**src/rtl/core/tsb_pkg.sv**
```systemverilog
package tsb_pkg;

  localparam int DEF_SLOTS    = 16;
  localparam int DEF_ID_WIDTH = 32;

  localparam int KIND_W = 2;
  localparam int TID_W  = 32;
  localparam int QUAD_W = 14;
  localparam int SQ_W   = 24;
  localparam int SD_W   = 16;
  localparam int ST_W   = 16;

  localparam int CFG_IDX_W  = 1;
  localparam int CFG_DATA_W = 32;

  localparam logic [CFG_IDX_W-1:0] CFG_MAX_QUADS = 1'd0;
  localparam logic [CFG_IDX_W-1:0] CFG_WHITE_ID  = 1'd1;

  localparam logic [QUAD_W-1:0] MAX_QUADS_RESET = 14'd10000;

  localparam logic [KIND_W-1:0] KIND_PLAIN    = 2'd0;
  localparam logic [KIND_W-1:0] KIND_TEXTURED = 2'd1;
  localparam logic [KIND_W-1:0] KIND_END      = 2'd2;

  typedef struct packed {
    logic textured;
    logic commit;
    logic clear;
  } slot_ctl_t;

endpackage

```
**src/rtl/core/tsb_ifs.sv**
```systemverilog
interface tsb_req_if import tsb_pkg::*; ();
  logic              valid;
  logic              ready;
  logic [KIND_W-1:0] kind;
  logic [TID_W-1:0]  texture_id;

  modport source (output valid, kind, texture_id, input ready);
  modport sink   (input valid, kind, texture_id, output ready);
endinterface

interface tsb_res_if import tsb_pkg::*; #(
  parameter int SLOTS = DEF_SLOTS
) ();
  localparam int SLOT_W = $clog2(SLOTS);
  localparam int FS_W   = $clog2(SLOTS + 1);

  logic              valid;
  logic              ready;
  logic [SLOT_W-1:0] slot;
  logic              flushed;
  logic [QUAD_W-1:0] flush_quads;
  logic [FS_W-1:0]   flush_slots;
  logic [SQ_W-1:0]   scene_quad_total;
  logic [SD_W-1:0]   scene_draw_total;
  logic [ST_W-1:0]   scene_texture_total;

  modport source (output valid, slot, flushed, flush_quads, flush_slots, scene_quad_total,
                  scene_draw_total, scene_texture_total, input ready);
  modport sink   (input valid, slot, flushed, flush_quads, flush_slots, scene_quad_total,
                  scene_draw_total, scene_texture_total, output ready);
endinterface

```
**src/rtl/core/texture_slot_batcher.sv**
```systemverilog
// channel  | dir | payload
// ---------+-----+------------------------------------------------------------
// req      | in  | kind, texture_id
// res      | out | slot, flushed, flush_quads, flush_slots, scene totals
// cfg      | in  | cfg_wr_en, cfg_index, cfg_data (0 max_quads, 1 white_texture_id)
//
// one beat per cycle sustained while res is not stalled; a req beat reaches res through
// the input register, then lookup and counter update into the result register
// slot lookup is a combinational parallel compare against all used slots
// synchronous reset; slot table contents need no clearing, only the used count
// a stalled res beat holds the input register, and req.ready drops only then
module texture_slot_batcher import tsb_pkg::*; #(
  parameter int SLOTS    = DEF_SLOTS,
  parameter int ID_WIDTH = DEF_ID_WIDTH
) (
  input  logic                  clk,
  input  logic                  rst,
  input  logic                  cfg_wr_en,
  input  logic [CFG_IDX_W-1:0]  cfg_index,
  input  logic [CFG_DATA_W-1:0] cfg_data,
  tsb_req_if.sink               req,
  tsb_res_if.source             res
);

  localparam int SLOT_W = $clog2(SLOTS);
  localparam int FS_W   = $clog2(SLOTS + 1);

  logic [QUAD_W-1:0] max_quads;
  logic [TID_W-1:0]  white_texture_id;

  logic              in_vld;
  logic [KIND_W-1:0] in_kind;
  logic [TID_W-1:0]  in_tid;
  logic              advance;

  slot_ctl_t         ctl;
  logic [SLOT_W-1:0] tbl_slot;
  logic              inserted;
  logic [FS_W-1:0]   used_next;

  logic              st_flushed;
  logic [QUAD_W-1:0] st_fq;
  logic [FS_W-1:0]   st_fs;
  logic [SQ_W-1:0]   st_sq;
  logic [SD_W-1:0]   st_sd;
  logic [ST_W-1:0]   st_st;

  logic              out_vld;
  logic [SLOT_W-1:0] out_slot;
  logic              out_flushed;
  logic [QUAD_W-1:0] out_fq;
  logic [FS_W-1:0]   out_fs;
  logic [SQ_W-1:0]   out_sq;
  logic [SD_W-1:0]   out_sd;
  logic [ST_W-1:0]   out_st;

  always_ff @(posedge clk) begin
    if (rst) begin
      max_quads        <= MAX_QUADS_RESET;
      white_texture_id <= '0;
    end else if (cfg_wr_en) begin
      case (cfg_index)
        CFG_MAX_QUADS: max_quads        <= cfg_data[QUAD_W-1:0];
        CFG_WHITE_ID:  white_texture_id <= cfg_data[TID_W-1:0];
        default: ;
      endcase
    end
  end

  assign advance   = in_vld && (!out_vld || res.ready);
  assign req.ready = !in_vld || advance;

  always_ff @(posedge clk) begin
    if (rst) begin
      in_vld <= 1'b0;
    end else if (req.ready) begin
      in_vld <= req.valid;
    end
  end

  always_ff @(posedge clk) begin
    if (req.valid && req.ready) begin
      in_kind <= req.kind;
      in_tid  <= req.texture_id;
    end
  end

  assign ctl.textured = in_kind == KIND_TEXTURED;
  assign ctl.commit   = advance;
  assign ctl.clear    = st_flushed;

  tsb_slot_table #(
    .SLOTS    (SLOTS),
    .ID_WIDTH (ID_WIDTH)
  ) u_table (
    .clk       (clk),
    .rst       (rst),
    .ctl       (ctl),
    .key       (ID_WIDTH'(in_tid)),
    .white_key (ID_WIDTH'(white_texture_id)),
    .slot      (tbl_slot),
    .inserted  (inserted),
    .used_next (used_next)
  );

  tsb_batch_stats #(
    .SLOTS (SLOTS)
  ) u_stats (
    .clk                 (clk),
    .rst                 (rst),
    .step                (advance),
    .kind                (in_kind),
    .max_quads           (max_quads),
    .inserted            (inserted),
    .used_next           (used_next),
    .flushed             (st_flushed),
    .flush_quads         (st_fq),
    .flush_slots         (st_fs),
    .scene_quad_total    (st_sq),
    .scene_draw_total    (st_sd),
    .scene_texture_total (st_st)
  );

  always_ff @(posedge clk) begin
    if (rst) begin
      out_vld <= 1'b0;
    end else if (advance) begin
      out_vld <= 1'b1;
    end else if (res.ready) begin
      out_vld <= 1'b0;
    end
  end

  always_ff @(posedge clk) begin
    if (advance) begin
      out_slot    <= ctl.textured ? tbl_slot : '0;
      out_flushed <= st_flushed;
      out_fq      <= st_fq;
      out_fs      <= st_fs;
      out_sq      <= st_sq;
      out_sd      <= st_sd;
      out_st      <= st_st;
    end
  end

  assign res.valid               = out_vld;
  assign res.slot                = out_slot;
  assign res.flushed             = out_flushed;
  assign res.flush_quads         = out_fq;
  assign res.flush_slots         = out_fs;
  assign res.scene_quad_total    = out_sq;
  assign res.scene_draw_total    = out_sd;
  assign res.scene_texture_total = out_st;

endmodule

```
**src/rtl/core/tsb_slot_table.sv**
```systemverilog
module tsb_slot_table import tsb_pkg::*; #(
  parameter int SLOTS    = DEF_SLOTS,
  parameter int ID_WIDTH = DEF_ID_WIDTH,
  localparam int SLOT_W  = $clog2(SLOTS),
  localparam int FS_W    = $clog2(SLOTS + 1)
) (
  input  logic                clk,
  input  logic                rst,
  input  slot_ctl_t           ctl,
  input  logic [ID_WIDTH-1:0] key,
  input  logic [ID_WIDTH-1:0] white_key,
  output logic [SLOT_W-1:0]   slot,
  output logic                inserted,
  output logic [FS_W-1:0]     used_next
);

  logic [ID_WIDTH-1:0] slot_ids [SLOTS];
  logic [FS_W-1:0]     slots_used;
  logic                hit;
  logic [SLOT_W-1:0]   hit_slot;
  logic                full;

  // lowest matching slot wins; white handle beats all
  always_comb begin
    hit      = 1'b0;
    hit_slot = '0;
    for (int i = SLOTS - 1; i >= 1; i--) begin
      if (FS_W'(i) < slots_used && slot_ids[i] == key) begin
        hit      = 1'b1;
        hit_slot = SLOT_W'(i);
      end
    end
    if (key == white_key) begin
      hit      = 1'b1;
      hit_slot = '0;
    end
  end

  assign full      = slots_used >= FS_W'(SLOTS);
  assign inserted  = ctl.textured && !hit && !full;
  assign slot      = hit ? hit_slot : (inserted ? slots_used[SLOT_W-1:0] : '0);
  assign used_next = inserted ? slots_used + FS_W'(1) : slots_used;

  always_ff @(posedge clk) begin
    if (ctl.commit && inserted) begin
      slot_ids[slots_used[SLOT_W-1:0]] <= key;
    end
  end

  always_ff @(posedge clk) begin
    if (rst) begin
      slots_used <= FS_W'(1);
    end else if (ctl.commit) begin
      slots_used <= ctl.clear ? FS_W'(1) : used_next;
    end
  end

endmodule

```
**src/rtl/core/tsb_batch_stats.sv**
```systemverilog
module tsb_batch_stats import tsb_pkg::*; #(
  parameter int SLOTS  = DEF_SLOTS,
  localparam int FS_W  = $clog2(SLOTS + 1)
) (
  input  logic              clk,
  input  logic              rst,
  input  logic              step,
  input  logic [KIND_W-1:0] kind,
  input  logic [QUAD_W-1:0] max_quads,
  input  logic              inserted,
  input  logic [FS_W-1:0]   used_next,
  output logic              flushed,
  output logic [QUAD_W-1:0] flush_quads,
  output logic [FS_W-1:0]   flush_slots,
  output logic [SQ_W-1:0]   scene_quad_total,
  output logic [SD_W-1:0]   scene_draw_total,
  output logic [ST_W-1:0]   scene_texture_total
);

  logic [QUAD_W-1:0] batch_quads;
  logic [SQ_W-1:0]   scene_quads;
  logic [SD_W-1:0]   scene_draws;
  logic [ST_W-1:0]   scene_textures;

  logic              is_quad;
  logic              is_tex;
  logic              is_end;
  logic [QUAD_W-1:0] batch_inc;
  logic [QUAD_W-1:0] batch_next;
  logic [QUAD_W-1:0] batch_quads_next;

  assign is_quad = kind == KIND_PLAIN || kind == KIND_TEXTURED;
  assign is_tex  = kind == KIND_TEXTURED;
  assign is_end  = kind == KIND_END;

  assign batch_inc  = (batch_quads == '1) ? batch_quads : batch_quads + QUAD_W'(1);
  assign batch_next = is_quad ? batch_inc : batch_quads;

  assign flushed = (is_quad && (batch_inc >= max_quads ||
                               (is_tex && used_next >= FS_W'(SLOTS)))) ||
                   (is_end && (batch_quads != '0 || used_next > FS_W'(1)));

  assign flush_quads = flushed ? batch_next : '0;
  assign flush_slots = flushed ? used_next : '0;

  assign scene_quad_total = (is_quad && scene_quads != '1) ?
                            scene_quads + SQ_W'(1) : scene_quads;
  assign scene_draw_total = (flushed && scene_draws != '1) ?
                            scene_draws + SD_W'(1) : scene_draws;
  assign scene_texture_total = (inserted && scene_textures != '1) ?
                               scene_textures + ST_W'(1) : scene_textures;

  assign batch_quads_next = flushed ? '0 : batch_next;

  always_ff @(posedge clk) begin
    if (rst) begin
      batch_quads    <= '0;
      scene_quads    <= '0;
      scene_draws    <= '0;
      scene_textures <= ST_W'(1);
    end else if (step) begin
      batch_quads <= batch_quads_next;
      if (is_end) begin
        scene_quads    <= '0;
        scene_draws    <= '0;
        scene_textures <= ST_W'(1);
      end else begin
        scene_quads    <= scene_quad_total;
        scene_draws    <= scene_draw_total;
        scene_textures <= scene_texture_total;
      end
    end
  end

endmodule

```
**src/flat_wrapper.sv**
```systemverilog
// flat-port wrapper written by rule: the top's interface ports become plain ports
module texture_slot_batcher_flat import tsb_pkg::*;
#(
  parameter int SLOTS    = DEF_SLOTS,
  parameter int ID_WIDTH = DEF_ID_WIDTH
)
  (clk, rst, cfg_wr_en, cfg_index, cfg_data, req_valid, req_kind, req_texture_id, req_ready, res_valid, res_slot, res_flushed, res_flush_quads, res_flush_slots, res_scene_quad_total, res_scene_draw_total, res_scene_texture_total, res_ready);
  tsb_req_if req_i ();
  tsb_res_if #(.SLOTS(SLOTS)) res_i ();
  input  logic clk;
  input  logic rst;
  input  logic cfg_wr_en;
  input  logic [CFG_IDX_W-1:0] cfg_index;
  input  logic [CFG_DATA_W-1:0] cfg_data;
  input wire logic [$bits(req_i.valid)-1:0] req_valid;
  input wire logic [$bits(req_i.kind)-1:0] req_kind;
  input wire logic [$bits(req_i.texture_id)-1:0] req_texture_id;
  output wire logic [$bits(req_i.ready)-1:0] req_ready;
  output wire logic [$bits(res_i.valid)-1:0] res_valid;
  output wire logic [$bits(res_i.slot)-1:0] res_slot;
  output wire logic [$bits(res_i.flushed)-1:0] res_flushed;
  output wire logic [$bits(res_i.flush_quads)-1:0] res_flush_quads;
  output wire logic [$bits(res_i.flush_slots)-1:0] res_flush_slots;
  output wire logic [$bits(res_i.scene_quad_total)-1:0] res_scene_quad_total;
  output wire logic [$bits(res_i.scene_draw_total)-1:0] res_scene_draw_total;
  output wire logic [$bits(res_i.scene_texture_total)-1:0] res_scene_texture_total;
  input wire logic [$bits(res_i.ready)-1:0] res_ready;
  assign req_i.valid = req_valid;
  assign req_i.kind = req_kind;
  assign req_i.texture_id = req_texture_id;
  assign req_ready = req_i.ready;
  assign res_valid = res_i.valid;
  assign res_slot = res_i.slot;
  assign res_flushed = res_i.flushed;
  assign res_flush_quads = res_i.flush_quads;
  assign res_flush_slots = res_i.flush_slots;
  assign res_scene_quad_total = res_i.scene_quad_total;
  assign res_scene_draw_total = res_i.scene_draw_total;
  assign res_scene_texture_total = res_i.scene_texture_total;
  assign res_i.ready = res_ready;
  texture_slot_batcher #(.SLOTS(SLOTS), .ID_WIDTH(ID_WIDTH)) u_core (.clk(clk), .rst(rst), .cfg_wr_en(cfg_wr_en), .cfg_index(cfg_index), .cfg_data(cfg_data), .req(req_i), .res(res_i));
endmodule
```
**config.mk**
```make
export PLATFORM = sky130hd
export DESIGN_NAME = texture_slot_batcher_flat
export DESIGN_NICKNAME = d
export VERILOG_FILES = /design/src/rtl/core/tsb_pkg.sv /design/src/rtl/core/tsb_ifs.sv /design/src/rtl/core/texture_slot_batcher.sv /design/src/rtl/core/tsb_slot_table.sv /design/src/rtl/core/tsb_batch_stats.sv /design/src/flat_wrapper.sv
export SDC_FILE = /design/constraint.sdc
export NUM_CORES = 1
export LEC_CHECK = 0
export ABC_CLOCK_PERIOD_IN_PS = 11420
export CAP_MARGIN = 25
export CORE_MARGIN = 4
export CORE_UTILIZATION = 55
export DETAILED_ROUTE_END_ITERATION = 16
export DONT_BUFFER_PORTS = 1
export PLACE_DENSITY = 0.7
export RECOVER_POWER = 25
export SLEW_MARGIN = 25
export SYNTH_ARGS = -nofsm -noshare
export SYNTH_HDL_FRONTEND = slang
export SYNTH_SLANG_ARGS = --single-unit
```
**constraint.sdc**
```tcl
create_clock -name clk -period 11.42 [get_ports clk]
set_clock_uncertainty 0.1 [all_clocks]
set_input_delay 1.142 -clock clk [delete_from_list [all_inputs] [get_ports clk]]
set_output_delay 1.142 -clock clk [all_outputs]
set_load 0.1 [all_outputs]
```
==> impl_metrics.yaml <==
cts:
  clk_pin_slew_ps: 60
  cts.sinks: 717
  worst_skew_pair.late_latency_ps: 620
  cts_buffer_depth: 3
  cts_tree: "done"
  clockRootBuffer: "clkbuf_16"
  numCtsBuffers: 76
  ctsHtreeMaxLevel: 3
  hold_buffers: 0
  cts_resized: 0
  post_cts_buffers: 0
sta:
  relSlewSlack_pct: -96.2
  finalCriticalPeriod_ps: 6530
  setup_viol: 0
  worst_pin_slew_ps: 2940
  finalHoldViolCount: 0
  fin_crit_sh_pct: 57.2
  maxSlewViolCount: 898
  setup_tns_ps: 0
  rsz0062_at_grt: "false"
  max_clock_freq_ghz: 0.153
detailed_routing:
  first_iter_violations: 2215
  avgViaCountPerCell: 6.08
  ant_nets: 0
  wl_um: 79600
  routed-via-count: 20543
  drc_errors: 0
  drt_first_pass_iters: 6
  post_drt_wl_per_cell_um: 23.6
power:
  power_frac_seq_pct: 52.4
  peakVddDrop_uv: 129
  pwr-share-clk_pct: 42.0
  power_frac_comb_pct: 5.6
  p_leak_nw: 11.1
  switching_share_pct: 23.3
  p_per_area_nw_per_um2: 160
  p_sw_mw: 1.33
  power.internal_mw: 4.36
critical_path:
  cpPeakStageDelay_ps: 2060
  required_ps: 11880
  path_max_fanout: 31
  cp_top_family: "buffers and inverters"
  critPathKind: "flop to flop"
  rrSetupSlack_ps: 4890
  crit_path_end_kind: "flop"
  cp-start-kind: "flop"
  worstPathArrival_ps: 6980
  crit_path_cell_trace: "clkbuf_1, xnor2_1, nand4_1, nor3_1, and3_1, nor4_2, nor3b_2, a31oi_1, nor4b_1, o22a_1, buf_4, nand2_1, a21oi_1, a22o_1"
  cp_num_buf_inv: 2
  slowest_stage: "clkbuf_1"
global_route:
  use_met2_pct: 40.5
  busiest_layer: "met2"
  grt_max_degree: 99
  antenna_found_initial: 0
  grt-ovfl-total: 0
  grt_use_met1_pct: 34.4
  use_met3_pct: 4.15
  grt_pass1_wl_um: 120000
  grt_util_all_layers_pct: 24.8
  grt_pass1_vias: 19896
floorplan:
  die_width_um: 251
  die_h_um: 251
  rows: 88
  initial_utilization_pct: 55.8
  io_pins: 154
  die-area_um2: 62800
  core_um2: 58000
yosys:
  synth-main-ff-cell: "edfxtp_1"
  synth_xor_area_share_pct: 15.8
  syn-cell-area_um2: 32400
  synthArstFlopShare_pct: 0
  synth_compound_area_share_pct: 4.64
  yosysSeqAreaShare_pct: 62.7
  synth_edf_count: 594
  synth_top_family_by_area: "XOR/XNOR gates"
  yosysUniqueCellTypes: 72
  synth_top_area_cell: "edfxtp_1"
  syn-mean-instance-area_um2: 12.6
  synthTopCellsByArea: "edfxtp_1 (55%), xnor2_1 (12%), dfxtp_1 (7.6%), xor2_1 (3.7%), nand4_1 (3.2%)"
  synth_top_area_share_pct: 55.1
  syn_inst: 2561
  synthMuxAreaShare_pct: 0.170
  synthAdderAreaFrac_pct: 0.889
  ys_ff_latch: 717
  synth_nets: 2656
  yosys.area_share.simple_pct: 13.2
  yosysWarnings: 0
cells_and_area:
  seqCellArea_um2: 20300
  synthToLayoutAreaGrowth_pct: 9.43
  final_common_cell: "edfxtp_1"
  n_fill_cell: 4494
  stdcell_area_um2: 35400
  multiInputGateArea_um2: 11300
  final_cell_mix: "edfxtp_1 (594), xnor2_1 (445), nand2_1 (204)"
  drive_gt1_share_pct: 7.19
  n_antenna_cell: 0
  nets: 2648
place:
  hpwl_um: 46100
  placed_area_um2: 33100
  port_buffers: 0
  gp_congestion: 0.871
worst_hold_path:
  hold_path.class: "flop to flop"
outcome:
  status: "finished with violations"
  violations: "max-capacitance violations, max-slew violations"
job:
  drv_cap: 28
==> final cells by class <==
| type | instances | area share, % |
|---|---|---|
| timing repair buffer | 54 | 0.848 |
| clock buffer | 104 | 5.99 |
| sequential | 717 | 57.3 |
| multi-input combinational | 1667 | 31.9 |
| clock inverter | 34 | 0.812 |
| tap | 765 | 2.70 |
| inverter | 37 | 0.399 |
==> through the flow <==
step / hold slack, ps / std cells / utilization, % / power [mW] / setup slack (ps)
after floorplan: 336 / 2561 / - / 3.25 / 6400
after global placement: 343 / 3240 / 57.0 / 3.34 / 6070
after detailed placement: 348 / 3240 / 57.1 / 3.34 / 5980
after CTS: 356 / 3378 / 61.2 / 5.72 / 5930
after global routing: 379 / 3378 / 61.0 / 5.86 / 4570
final: 359 / 3378 / 61.0 / 5.68 / 4890
==> cells in the mapped netlist, types with 36 or more instances <==
library cell and count:
edfxtp_1 594, xnor2_1 445, nand2_1 205, nand4_1 165, xor2_1 138, dfxtp_1 123
nor2_1 123, a21oi_1 97, nand3_1 65, nor4_1 65, clkbuf_1 58, nor3_1 57
buf_2 55, o21ai_0 42, inv_1 36
==> power groups by stage <==
stage	Combinational [mW]	Sequential, mW	Clock, mW
5_1_grt	0.340	2.98	2.54
3_5_place_dp	0.312	3.03	0
6_report	0.316	2.98	2.39
4_1_cts	0.314	2.98	2.43
2_1_floorplan	0.208	3.04	0
3_3_place_gp	0.306	3.03	0
==> worst paths after layout <==
path | end | startpoint | cells past startpoint
worst max-delay path | u_core.u_stats.batch_quads[11] | u_core.in_tid[15] | 14
worst max register to register | u_core.u_stats.batch_quads[11] | u_core.in_tid[15] | 14
worst min-delay path | u_core.max_quads[11] | u_core.max_quads[11] | 2
worst min register to register | u_core.max_quads[11] | u_core.max_quads[11] | 2
==> worst min-delay path, cell delays in order (launching register included) <==
cell     delay, ps
dfxtp_1        310
nand2_1         50
a21oi_1         50
==> routing by layer <==
metal | part of all wire, % | up-vias
met3 | 7.2 | 181
met5 | 0 | -
met1 | 42 | 10192
met4 | 3.0 | 0
met2 | 48 | 867
li1 | - | 9303
==> logic make-up after synthesis <==
logic type | after synthesis
buffers and inverters | 177
and+or+nand+nor | 816
DFF | 717
xor gates and xnor gates | 584
adders and majority gates | 23
AOI/OAI and AO/OA | 239
muxes | 5
==> registers in the layout (all words and copies together) (netlist names), 16 cells and up <==
signal	flops
u_core.u_stats.scene_quads	24
u_core.in_tid	32
u_core.u_table.slot_ids	480
u_core.white_texture_id	32
u_core.res.scene_texture_total	16
u_core.res.scene_quad_total	24
u_core.res.scene_draw_total	16
u_core.u_stats.scene_draws	16
u_core.u_stats.scene_textures	16
Note: power is estimated with default switching activity, not from simulation.
